[config.mk]
export PLATFORM = sky130hd
export DESIGN_NAME = bva_back
export DESIGN_NICKNAME = d
export VERILOG_FILES = /design/src/hw/rtl/bva_pkg.sv /design/src/hw/rtl/bva_back.sv
export SDC_FILE = /design/constraint.sdc
export NUM_CORES = 1
export LEC_CHECK = 0
export BUFFER_PORTS_ARGS = -buffer_cell sky130_fd_sc_hd__clkbuf_2
export CORE_ASPECT_RATIO = 0.8
export CORE_MARGIN = 3
export CORE_UTILIZATION = 54
export CTS_CLUSTER_DIAMETER = 150
export DETAILED_ROUTE_END_ITERATION = 12
export PLACE_DENSITY = 0.79
export SLEW_MARGIN = 25
export SYNTH_ARGS = -nofsm -noshare
export SYNTH_HDL_FRONTEND = slang
export SYNTH_SLANG_ARGS = --single-unit
[constraint.sdc]
create_clock -name clk -period 1.03 [get_ports clk]
set_input_delay 0.103 -clock clk [delete_from_list [all_inputs] [get_ports clk]]
set_output_delay 0.103 -clock clk [all_outputs]
set_load 0.05 [all_outputs]
[src/hw/rtl/bva_pkg.sv]
// Shared types and constants for the bitvector ALU.
// No dependencies; every other file imports this package.
package bva_pkg;

	localparam int WIDTH_DEF = 32;
	localparam int CMD_W     = 5;
	localparam int OPND_W    = 32;

	typedef enum logic [CMD_W-1:0] {
		CMD_ADD  = 5'd0,
		CMD_SUB  = 5'd1,
		CMD_NEG  = 5'd2,
		CMD_MUL  = 5'd3,
		CMD_UDIV = 5'd4,
		CMD_SDIV = 5'd5,
		CMD_UREM = 5'd6,
		CMD_SREM = 5'd7,
		CMD_SMOD = 5'd8,
		CMD_SHL  = 5'd9,
		CMD_LSHR = 5'd10,
		CMD_ASHR = 5'd11,
		CMD_XOR  = 5'd12,
		CMD_AND  = 5'd13,
		CMD_OR   = 5'd14,
		CMD_NOT  = 5'd15,
		CMD_ULT  = 5'd16,
		CMD_ULE  = 5'd17,
		CMD_UGT  = 5'd18,
		CMD_UGE  = 5'd19,
		CMD_SLT  = 5'd20,
		CMD_SLE  = 5'd21,
		CMD_SGT  = 5'd22,
		CMD_SGE  = 5'd23
	} cmd_t;

	// control that travels with each beat down the chain
	typedef struct packed {
		logic valid;
		cmd_t cmd;
		logic neg_a;
		logic neg_b;
	} ctl_t;

endpackage

[src/hw/rtl/bva_back.sv]
// Output stage: sign fix-up of quotient and remainder, result select and
// the output register. Depends on bva_pkg.
module bva_back import bva_pkg::*; #(
	parameter int WIDTH = WIDTH_DEF
) (
	input  logic              clk,
	input  logic              arst_n,
	input  logic              en,
	input  ctl_t              ctl_i,
	input  logic [WIDTH-1:0]  x_i,
	input  logic [WIDTH-1:0]  y_i,
	input  logic [WIDTH-1:0]  r_i,
	input  logic [WIDTH-1:0]  simple_i,
	input  logic              flag_i,
	output logic              valid_q,
	output logic [OPND_W-1:0] value_q,
	output logic              flag_q
);

	logic [WIDTH-1:0] val;

	always_comb begin
		case (ctl_i.cmd) inside
			CMD_MUL, CMD_UREM: val = r_i;
			CMD_UDIV:          val = x_i;
			CMD_SDIV:          val = (ctl_i.neg_a ^ ctl_i.neg_b) ? -x_i : x_i;
			CMD_SREM:          val = ctl_i.neg_a ? -r_i : r_i;
			CMD_SMOD: begin
				// y holds |b|; fold the remainder onto the sign of b
				if (r_i == '0)
					val = '0;
				else if (ctl_i.neg_a && ctl_i.neg_b)
					val = -r_i;
				else if (ctl_i.neg_a)
					val = y_i - r_i;
				else if (ctl_i.neg_b)
					val = r_i - y_i;
				else
					val = r_i;
			end
			default:           val = simple_i;
		endcase
	end

	always_ff @(posedge clk or negedge arst_n) begin
		if (!arst_n) begin
			valid_q <= 1'b0;
		end else if (en) begin
			valid_q <= ctl_i.valid;
		end
	end

	always_ff @(posedge clk) begin
		if (en) begin
			value_q <= OPND_W'(val);
			flag_q  <= flag_i;
		end
	end

endmodule
==> impl_metrics.csv, run 1 <==
group,metric,value,unit
cts,root_buffer,"clkbuf_16",
die,die_x,147.1,um
synthesis,synth_edf_count,33,
cts,clockBufferDepth,2,
placement,dp_hpwl,34290,um
die,placementRows,40,
die,boundaryPins,174,
synthesis,syn_nets,1464,
placement,place_congestion,1.104,
placement,port-buffer-count,173,
status,outcome,"aborted with a tool error",
placement,dpl_cell_area,12940,sq um
global_route,overflow,49,
status,lastStage,"global routing (5_1_grt)",
cts,htree_levels,2,
synthesis,async_flop_share,0.02941,
global_route,gr-usage-all-layers,0.7419,
synthesis,netlist_area,8605,sq um
synthesis,yosys_warnings,0,
synthesis,ys.flop_type,"edfxtp_1",
global_route,grt_pass1_vias,17120,
synthesis,syn_avg_cell_area,6.851,sq um
die,start_util,0.5618,
placement,dp_worst_setup_slack,-2261,ps
cts,cts_made_buffers,5,
synthesis,ys_seq_area_frac,0.1181,
cts,clock-sinks,34,
global_route,grt_pass1_wl,100600,um
synthesis,syn_inst,1256,
global_route,grt_max_degree,39,
die,die_h,118.9,um
synthesis,synthDistinctLibCells,79,
placement,place_inst,2006,
status,stop_error,"[ERROR GRT-0116] Global routing finished with congestion. Check the congestion regions in the DRC Viewer.",
synthesis,synth-seq-cells,34,
==> metrics by stage <==
| stage | TNS, ps | hold WS (ps) |
|---|---|---|
| CTS | -50710 | 39.50 |
| floorplan | -52720 | -192.6 |
| global placement | -61840 | -121.7 |
| detailed placement | -65730 | -119.8 |
==> metal layers <==
metal | overflow | global-route usage
met1 | 1 | 0.7305
met2 | 23 | 0.8890
met3 | 2 | 0.6227
met4 | 23 | 0.7480
met5 | 0 | 0.2735
==> what timing repair did <==
action / CTS
resized for setup: 145
pin swaps: 53
setup endpoints to repair: 49
hold buffers: 2
buffers inserted: 32
endpoints found under the hold margin: 2
==> cells in the mapped netlist, drive strengths merged (17+ instances only) <==
library cell	n	area, sq um
a211oi	17	127.6
a21o	28	210.2
a21oi	131	655.6
a221oi	23	220.2
clkbuf	74	277.8
edfxtp	33	991.0
ha	66	825.8
inv	87	326.6
nand2	109	409.1
nand3	21	105.1
nand4	20	125.1
nor2	103	389.1
nor3	32	160.2
o211ai	18	135.1
o21ai	115	579.3
o31ai	23	186.4
or3	19	118.9
xnor2	82	718.2
xor2	27	236.5
==> kinds of logic after synthesis <==
logic type | synth area share
simple gates | 0.2059
compound gates | 0.3689
fa+ha+maj | 0.1006
xor+xnor | 0.1110
mux | 0.01759
buf+inv | 0.07794
flops | 0.1181
==> run 2: changes to the inputs <==
Settings changed: CORE_ASPECT_RATIO 0.8 to not set, CORE_UTILIZATION 54 to 39, CTS_CLUSTER_DIAMETER 150 to not set, PLACE_DENSITY 0.79 to not set, PLACE_DENSITY_LB_ADDON set to 0.15.
==> run 2 against run 1 <==
Net effect:
- the flow now finishes, with violations (negative setup slack)
- synthesized cell count stayed put
- synthesized area stayed put
==> impl_metrics.csv, run 2 <==
group,metric,value,unit
cts,tritoncts,"done",
worst_setup_path,crit_arrival,2910,ps
sta,setup_viol,37,
run,max_cap_viol_count,0,
pwr,vdd.ir_drop.worst,0.5559,mV
layout,antennaDiodeCount,0,
detailed_routing,finalWirelength,45330,um
cts,clock-sinks,34,
worst_hold_path,worstHoldPathType,"input pin to flop",
synthesis,ys_seq_area_frac,0.1181,
layout,mostFrequentLayoutCells,"buf_4 (489), clkbuf_2 (146), a21oi_1 (111), nand2_1 (101), nor2_1 (96)",
synthesis,yosys-top-cells-area,"edfxtp_1 (12%), ha_1 (9.6%), xnor2_1 (8.3%), a21oi_1 (7.6%), o21ai_0 (6.3%)",
die,die_x,154.5,um
synthesis,synth_area_leader_cell,"edfxtp_1",
synthesis,async_flop_share,0.02941,
die,placementRows,53,
status,outcome,"complete, but fails checks",
worst_setup_path,crit_path_start_kind,"input pin",
layout,final_common_cell,"buf_4",
cts,cts.clk_slew.worst_paths,60,ps
detailed_routing,vias,12690,
pwr,leakage,6.924,nW
synthesis,yosys_warnings,0,
sta,worstMarginPinSlew,825.9,ps
die,start_util,0.4030,
global_route,grt_pass1_wl,66590,um
global_route,antenna_found_initial,0,
placement,port-buffer-count,173,
synthesis,synth-seq-cells,34,
layout,largest_reg_flops,32,
detailed_routing,dr.pass1.iters,5,
detailed_routing,final_antenna_net_count,0,
synthesis,netlist_area,8605,sq um
synthesis,synth_edf_count,33,
sta,fin_skew,0,ps
detailed_routing,wl_per_cell,21.10,um
cts,clockBufferDepth,2,
global_route,overflow,0,
placement,dp_hpwl,36880,um
die,boundaryPins,174,
die,die-area,23880,sq um
worst_setup_path,critPathKind,"input pin to flop",
synthesis,synthTopCellsByCount,"a21oi_1 (131), nand2_1 (109), o21ai_0 (109), nor2_1 (102), inv_1 (87)",
sta,finalMaxSlewViolations,0,
synthesis,syn_inst,1256,
placement,place_congestion,1.024,
layout,nets,2080,
synthesis,synth_most_common_cell,"a21oi_1",
placement,dp_worst_setup_slack,-2161,ps
cts,clock_latency,290,ps
synthesis,ys.flop_type,"edfxtp_1",
die,die_h,154.5,um
synthesis,syn_avg_cell_area,6.851,sq um
layout,top_register,"value_q",
worst_setup_path,required,1150,ps
synthesis,synthDistinctLibCells,79,
sta,grt_setup_unrepaired,"true",
worst_setup_path,crit_path_end_kind,"flop",
sta,min_period_over_period,2.704,
pwr,power,0.01106,W
global_route,grt_max_degree,25,
placement,place_inst,2104,
cts,root_buffer,"clkbuf_16",
worst_setup_path,path_max_fanout,3,
sta,max_freq,0.3591,GHz
layout,finalNonFillerCells,2148,
global_route,grt_pass1_vias,12280,
detailed_routing,via_per_inst,5.909,
synthesis,synth_top_area_frac,0.1152,
layout,area_growth,73.52,%
detailed_routing,drc,0,
status,violations,"negative setup slack",
detailed_routing,drt_iter0_markers,1174,
sta,fin_ws,-1755,ps
die,coreArea,21350,sq um
synthesis,syn_nets,1464,
sta,period_minus_slack,2785,ps
sta,finalHoldViolCount,0,
layout,drive_gt1_frac,0.4661,
layout,largestRegisters,"value_q (32), flag_q (1), valid_q (1)",
pwr,p_per_area,740.7,nW/um^2
sta,max_slew_margin,0.4474,
cts,htree_levels,2,
cts,cts_made_buffers,5,
global_route,gr-usage-all-layers,0.3549,
## run 2: critical path, cell delays in order
cell	delay [ps]
clkbuf_16	120
clkinvlp_4	70
buf_6	100
ha_4	120
or3b_4	370
or3_4	370
buf_4	150
buf_6	100
buf_6	120
or3_4	340
or3_4	340
a311oi_2	250
o21ai_1	140
o22ai_1	190
## run 2: area by class of cell
cell class | instances | area (sq um)
sequential | 34 | 1016
inverter | 87 | 332.8
tap | 275 | 344.1
clock inverter | 2 | 8.758
multi-input combinational | 1047 | 7929
fill | 1813 | 6422
timing repair buffer | 697 | 5171
clock buffer | 6 | 128.9
## run 2: kinds of logic (layout without fill, tap and decap cells)
family                   after synthesis  in the layout  share of synthesized area
AO/OA/AOI/OAI                        485            485                     0.3689
XOR/XNOR                             109            109                     0.1110
adder cells (fa/ha/maj)               68             68                     0.1006
buffers and inverters                175            792                    0.07794
flip-flops                            34             34                     0.1181
multiplexers                          15             15                    0.01759
AND/OR/NAND/NOR                      370            370                     0.2059
## run 2: power breakdown
group	total [W]	internal, W	leakage [nW]	switching [W]
clock network	0.00155	0.000888	0.0683	0.000662
logic	0.00772	0.00352	6.52	0.00420
registers	0.00179	0.00171	0.334	0.0000784
## run 2: metrics by stage
stage | area, sq um | hold slack [ps] | setup TNS [ps] | util
3_5_place_dp | 13280 | -119.5 | -65020 | 0.6220
5_1_grt | 14930 | 69.23 | -52940 | 0.6992
6_report | 14930 | 62.20 | -51080 | 0.6992
3_3_place_gp | 13280 | -121.9 | -64240 | 0.6220
4_1_cts | 14580 | 51.79 | -49190 | 0.6828
2_1_floorplan | 8693 | -192.6 | -52720 | -
## run 2: repair_timing
| action | CTS | global route |
|---|---|---|
| endpoints found under the hold margin | 2 | 0 |
| gates resized for setup | 207 | 77 |
| buffers inserted | 25 | 14 |
| pin swaps | 77 | 51 |
| endpoints found under the setup margin | 47 | 44 |
| hold buffers | 2 | 0 |
| cloned | 1 | 0 |
## run 2: final timing paths
check                           slack [ps]  depth (start not counted)  startpoint          end
worst max register to register         270                          1     valid_q      valid_q
max in group asynchronous              820                          2      arst_n      valid_q
worst max-delay path                 -1750                         14      r_i[1]  value_q[22]
min in group asynchronous              120                          2      arst_n      valid_q
worst min-delay path                    60                          2    ctl_i[7]      valid_q
worst min register to register         540                          1     valid_q      valid_q
## run 2: metal layers
metal  routed length [um]  up-vias  track usage
met2                21680      696       0.6131
li1                     -     5876            -
met3                 3091      167      0.03665
met5                    0        -            0
met4                 2642        0       0.1720
met1                17910     5954       0.4406
No activity file was read; power rests on OpenSTA's default activity.
