===== config.mk =====
export PLATFORM = sky130hd
export DESIGN_NAME = bva_cell
export DESIGN_NICKNAME = d
export VERILOG_FILES = /design/src/hw/rtl/bva_pkg.sv /design/src/hw/rtl/bva_cell.sv
export SDC_FILE = /design/constraint.sdc
export NUM_CORES = 1
export LEC_CHECK = 0
export BUFFER_PORTS_ARGS = -buffer_cell sky130_fd_sc_hd__clkbuf_2
export CAP_MARGIN = 30
export CORE_UTILIZATION = 55
export CTS_CLUSTER_DIAMETER = 80
export CTS_CLUSTER_SIZE = 20
export DETAILED_ROUTE_END_ITERATION = 10
export GPL_TIMING_DRIVEN = 0
export PLACE_DENSITY = 0.94
export SYNTH_ARGS = -nofsm -noshare
export SYNTH_HDL_FRONTEND = slang
export SYNTH_SLANG_ARGS = --single-unit

===== constraint.sdc =====
create_clock -name clk -period 1.4 [get_ports clk]
set_clock_uncertainty 0.15 [all_clocks]
set_input_delay 0.28 -clock clk [delete_from_list [all_inputs] [get_ports clk]]
set_output_delay 0.28 -clock clk [all_outputs]
set_load 0.01 [all_outputs]

===== src/hw/rtl/bva_pkg.sv =====
// Shared types and constants for the bitvector ALU.
// No dependencies; every other file imports this package.
package bva_pkg;

	localparam int WIDTH_DEF = 32;
	localparam int CMD_W     = 5;
	localparam int OPND_W    = 32;

	typedef enum logic [CMD_W-1:0] {
		CMD_ADD  = 5'd0,
		CMD_SUB  = 5'd1,
		CMD_NEG  = 5'd2,
		CMD_MUL  = 5'd3,
		CMD_UDIV = 5'd4,
		CMD_SDIV = 5'd5,
		CMD_UREM = 5'd6,
		CMD_SREM = 5'd7,
		CMD_SMOD = 5'd8,
		CMD_SHL  = 5'd9,
		CMD_LSHR = 5'd10,
		CMD_ASHR = 5'd11,
		CMD_XOR  = 5'd12,
		CMD_AND  = 5'd13,
		CMD_OR   = 5'd14,
		CMD_NOT  = 5'd15,
		CMD_ULT  = 5'd16,
		CMD_ULE  = 5'd17,
		CMD_UGT  = 5'd18,
		CMD_UGE  = 5'd19,
		CMD_SLT  = 5'd20,
		CMD_SLE  = 5'd21,
		CMD_SGT  = 5'd22,
		CMD_SGE  = 5'd23
	} cmd_t;

	// control that travels with each beat down the chain
	typedef struct packed {
		logic valid;
		cmd_t cmd;
		logic neg_a;
		logic neg_b;
	} ctl_t;

endpackage


===== src/hw/rtl/bva_cell.sv =====
// One cell of the chain: a restoring divide step or a shift-add multiply
// step, then registers toward the next cell. Depends on bva_pkg.
module bva_cell import bva_pkg::*; #(
	parameter int WIDTH = WIDTH_DEF
) (
	input  logic             clk,
	input  logic             arst_n,
	input  logic             en,
	input  ctl_t             ctl_i,
	input  logic [WIDTH-1:0] x_i,
	input  logic [WIDTH-1:0] y_i,
	input  logic [WIDTH-1:0] r_i,
	input  logic [WIDTH-1:0] simple_i,
	input  logic             flag_i,
	output ctl_t             ctl_q,
	output logic [WIDTH-1:0] x_q,
	output logic [WIDTH-1:0] y_q,
	output logic [WIDTH-1:0] r_q,
	output logic [WIDTH-1:0] simple_q,
	output logic             flag_q
);

	logic [WIDTH:0]   rs, diff;
	logic             ge;
	logic [WIDTH-1:0] x_n, y_n, r_n;

	always_comb begin
		rs   = {r_i, x_i[WIDTH-1]};
		diff = rs - {1'b0, y_i};
		ge   = !diff[WIDTH];
		if (ctl_i.cmd == CMD_MUL) begin
			r_n = r_i + (x_i[0] ? y_i : '0);
			y_n = y_i << 1;
			x_n = x_i >> 1;
		end else begin
			r_n = ge ? diff[WIDTH-1:0] : rs[WIDTH-1:0];
			y_n = y_i;
			x_n = WIDTH'({x_i, ge});
		end
	end

	always_ff @(posedge clk or negedge arst_n) begin
		if (!arst_n) begin
			ctl_q <= '0;
		end else if (en) begin
			ctl_q <= ctl_i;
		end
	end

	always_ff @(posedge clk) begin
		if (en) begin
			x_q         <= x_n;
			y_q         <= y_n;
			r_q         <= r_n;
			simple_q    <= simple_i;
			flag_q      <= flag_i;
		end
	end

endmodule


==> results.ini, run 1 <==
[outcome]
outcome = did not finish
failed_stage = 5_1_grt
error = [ERROR GRT-0232] Routing congestion too high. Check the congestion heatmap in the GUI.

[logic_synthesis]
synth-seq-area-share_pct = 45.6
ys_warn_count = 0
syn-instance-count = 925
synth_seq_cells = 137
netlist-cell-type-count = 61
synthesis.nets = 1130
syn_avg_cell_area_um2 = 9.65
synth.largest_area_cell = edfxtp_1
synth_top_area_share_pct = 43.4
async_flop_share_pct = 5.84
synthesis.area_mm2 = 0.00893
synth_edf_count = 129
yosys_most_used_dff = edfxtp_1
synth.top_cells.by_area = edfxtp_1 43%, ha_1 8.8%, nand2_1 7.0%

[sta]
grt_repair_worst_endpoint = r_q[30]$_DFFE_PP_/D
timing.repair.worst_endpoint_type = sequential cell input

[floorplan]
die-width_um = 129
floorplan.die.height_um = 129
design.portCount = 277
std_cell_rows = 46
start_util_pct = 56.2

[grt]
largest_net_degree_at_the_start_of_global_routing = 45
global_route.usage.total_pct = 74.6
grt_overflow_total = 3

[clock_network]
cts_made_buffers = 17
h-tree-depth = 4
root_buffer_master = clkbuf_16
clock_sink_count = 137
clk_path_buf_depth = 2

[placed_design]
dp_hpwl_um = 21100
port_buffers = 276
dp.cells = 1418
globalplace.congestion = 0.933

==> synthesized netlist by cell type, types with 16 or more instances <==
master      n
inv_1      39
edfxtp_1  129
a21o_1     33
clkbuf_1   24
o21ai_0    66
ha_1       63
a21oi_1    73
nand2_1   167
xor2_1     26
xnor2_1    25
nor2_1     46
and2_1     37
a211oi_1   16
==> through the flow <==
| stage | cell area, um^2 | util [%] | worst slack [ns] |
|---|---|---|---|
| 3_5_place_dp | 11100 | 69.7 | -2.43 |
| 2_1_floorplan | 9390 | - | -1.59 |
| 3_3_place_gp | 11000 | 69.5 | -2.42 |
| 4_1_cts | 13000 | 81.9 | -1.52 |
==> per-layer routing <==
metal  track usage, %  GRT overflow
met1             74.9             0
met2             87.7             3
met3             64.4             0
met4             70.6             0
met5             38.2             0
==> kinds of logic after synthesis <==
logic type	Yosys count	share of synthesized area, %
AND/OR/NAND/NOR	312	15.7
AO/OA/AOI/OAI	270	19.1
flip-flops	137	45.6
buffers and inverters	75	3.47
adder cells (fa/ha/maj)	65	9.28
XOR/XNOR	51	5.00
multiplexers	15	1.79
==> what timing repair did <==
| action | CTS |
|---|---|
| hold endpoints to repair | 61 |
| pin swaps | 35 |
| gates cloned | 6 |
| endpoints found under the setup margin | 90 |
| resized for setup | 92 |
| buffers inserted | 32 |
| hold buffers | 56 |
==> inputs of run 2 (changes only) <==
Settings changed: CORE_UTILIZATION 55 to 40, CTS_CLUSTER_DIAMETER 80 to unset, CTS_CLUSTER_SIZE 20 to unset, PLACE_DENSITY 0.94 to unset, PLACE_DENSITY_LB_ADDON set to 0.15.
==> run 2 against run 1 <==
  * The flow now finishes, with violations (negative hold slack, negative setup slack)
  * Synthesized cell count is the same
  * Synthesized area unchanged
==> results.ini, run 2 <==
[logic_synthesis]
synth.largest_area_cell = edfxtp_1
ys_warn_count = 0  ; unchanged
synth_top_area_share_pct = 43.4  ; unchanged
syn-instance-count = 925  ; unchanged
netlist-cell-type-count = 61  ; unchanged
async_flop_share_pct = 5.84  ; unchanged
share_of_synthesized_cell_area_in_full_adder_half_adder_and_majority_cells_pct = 9.28  ; unchanged
yosys.cell_count.top_type = nand2_1
largest_family_of_logic_cells_by_synthesized_area = compound AO/OA/AOI/OAI gates
syn_avg_cell_area_um2 = 9.65  ; unchanged
synth_seq_cells = 137  ; unchanged
synth_compound_area_share_pct = 19.1  ; unchanged
post_synthesis_mux_area_share_pct = 1.79  ; unchanged
synth.top_cells.by_count = 167 x nand2_1, 129 x edfxtp_1, 73 x a21oi_1, 66 x o21ai_0, 63 x ha_1
post_synth_and_or_nand_nor_area_fraction_pct = 15.7  ; unchanged
synthesis.area_mm2 = 0.00893  ; unchanged
synth.top_cells.by_area = edfxtp_1 43%, ha_1 8.8%, nand2_1 7.0%
yosys_most_used_dff = edfxtp_1
synth_xor_xnor_area_share_pct = 5.00  ; unchanged
synth-seq-area-share_pct = 45.6  ; unchanged
synthesis.nets = 1130  ; unchanged
synth_edf_count = 129  ; unchanged

[placed_design]
port_buffers = 276  ; unchanged
dp_worst_setup_slack_ns = -2.58  ; -0.151 ns
globalplace.congestion = 0.928  ; -0.56%
dp_hpwl_um = 21700  ; +2.6%

[clock_network]
cts_made_buffers = 17  ; unchanged
clock_sink_count = 137  ; unchanged
clock_latency_ns = 0.42
clk_path_buf_depth = 2  ; unchanged
tritoncts = done
h-tree-depth = 4  ; unchanged
root_buffer_master = clkbuf_16
clock_slew_seen_by_the_registers_of_the_worst_setup_and_hold_paths_ns = 0.07

[grt]
global_route.usage.total_pct = 26.8
largest_net_degree_at_the_start_of_global_routing = 48
via_count_of_the_first_global_routing_pass = 8505
grt_overflow_total = 0
grt_pass1_wl_um = 45800
antenna_found_initial = 1

[worst_hold_path]
worst_hold_path.endpoint = y_q[9]
hold-path-cell-count = 3
hold_path_startpoint = y_i[8]
holdCritPathClass = in2reg

[outcome]
failed_checks = negative hold slack, negative setup slack
outcome = complete, but fails checks

[floorplan]
floorplan.die.height_um = 151  ; +17%
std_cell_rows = 54  ; +17%
dieArea_mm2 = 0.0229
start_util_pct = 40.9  ; -15 points
design.portCount = 277  ; unchanged
coreArea_mm2 = 0.0218
die-width_um = 151  ; +17%

[layout]
most_frequent_cells_in_the_layout = 263 x clkbuf_2, 129 x edfxtp_1, 104 x nand2_1, 69 x dlygate4sd3_1, 54 x a21oi_1
post_route_cells_drive_above_1_share_pct = 44.4
finish.utilization_pct = 65.1
layout.cells.most_common = clkbuf_2
filler_cell_count = 1734
flow.area_growth_from_synthesis_pct = 59.1
nets = 1551

[worst_setup_path]
reg2reg_to = ctl_q[3]
worstSetupStartpointType = input port
criticalPathCategory = in2reg
endpoint_kind = flip-flop
r2r_cells = 1
timing.critical_path.required_ns = 1.40
r2r_slack_ns = 0.48
cp_max_fo = 7
worst-endpoint-arrival_ns = 3.03
critical_register_to_register_path_startpoint = ctl_q[3]

[route]
vias = 8774
drt-initial-drc-count = 531
remaining_drc_errors = 0
wirelength_um = 32100
wire_length_per_cell_um = 19.5
ant_nets = 0
first_pass_iters = 5
via_cell_ratio = 5.35

[sta]
rsz0062_at_grt = true
finalSetupViolCount = 95
timing_worst_slew_pin_value_ns = 1.07
hold_slack_ns = -0.00357
setup_ws_ns = -1.63
final-hold-violation-count = 1
achievable-frequency_mhz = 330
post-route-min-period_ns = 3.03
relSlewSlack_pct = 28.8
final_critical_path_share_of_the_clock_period_pct = 217
timing_max_transition_violations_final = 0

[pwr]
irDropWorstVdd_v = 0.000820
cellLeakagePower_nw = 6.20
power_per_cell_area_mw_per_mm2 = 1020

[flow_run]
cap_violations = 0

## run 2: cell counts after synthesis
No cell type changed its count.
## run 2: per-stage QoR
stage,instance area [um^2],TNS (ns),cells,power [mW]
global route,14200,-66.04,1640,15.1
floorplan,9390,-56.84,925,7.35
CTS,13400,-60.20,1617,14.2
detailed placement,11200,-136.24,1482,8.66
global placement,11100,-368.38,1481,8.63
finish,14200,-59.95,1640,14.5
## run 2: worst max path at each step
stage,slack [ns],from,end
2_1_floorplan,-1.59,y_i[0],r_q[30]
3_3_place_gp,-2.61,x_i[0],r_q[20]
3_5_place_dp,-2.58,x_i[0],r_q[20]
4_1_cts,-1.58,x_i[0],r_q[30]
5_1_grt,-1.77,y_i[27],r_q[19]
6_report,-1.63,y_i[27],r_q[12]
## run 2: cells by family (layout without fill, tap and decap cells)
family | count (synthesis) | after routing
AND/OR/NAND/NOR | 312 | 312
AO/OA/AOI/OAI | 270 | 270
flip-flops | 137 | 137
buffers and inverters | 75 | 509
adder cells (fa/ha/maj) | 65 | 65
XOR/XNOR | 51 | 51
multiplexers | 15 | 15
other | 0 | 1
## run 2: per-layer routing
layer / GRT usage (%) / wire [um] / up-vias
li1: - / - / 4221
met3: 4.25 / 1870 / 68
met5: 0 / 0 / -
met1: 33.6 / 13400 / 4143
met4: 13.3 / 1160 / 0
met2: 44.6 / 15600 / 342
## run 2: what timing repair did
| item | in CTS | in global routing |
|---|---|---|
| pin swaps | 48 | 36 |
| hold buffers | 67 | 2 |
| setup endpoints to repair | 110 | 158 |
| cloned | 9 | 4 |
| hold endpoints to repair | 73 | 2 |
| gates resized for setup | 133 | 161 |
| setup buffers | 30 | 18 |
## run 2: where the power goes
group          switching [mW]  leakage [nW]  internal (mW)
Combinational            2.39          4.55           2.11
Clock                    2.04         0.296           2.86
Sequential              0.124          1.36           5.00
Total                    4.56          6.20           9.97
## run 2: critical path, stage by stage
cell and delay (ns):
clkbuf_2 0.12, inv_1 0.08, ha_1 0.40, a21o_1 0.21, a21o_1 0.18, a21o_1 0.19, o21ai_0 0.18, nand2b_1 0.12
a221oi_4 0.33, xor2_2 0.27, buf_4 0.18, buf_12 0.13, buf_4 0.12, nor2_4 0.04, a211oi_2 0.13, a21oi_1 0.08
## run 2: cell type report
type | count | area, um^2 | share of cell area (%)
well taps | 280 | 350 | 2.47
plain buffers | 34 | 474 | 3.34
clock inverters | 14 | 185 | 1.30
multi-input cells | 713 | 5580 | 39.3
flip-flops and latches | 137 | 4070 | 28.7
repair buffers | 404 | 2960 | 20.8
clock buffers | 18 | 429 | 3.02
diodes | 1 | 2.50 | 0.0176
inverters | 39 | 159 | 1.12
No activity file was read; power rests on OpenSTA's default activity.
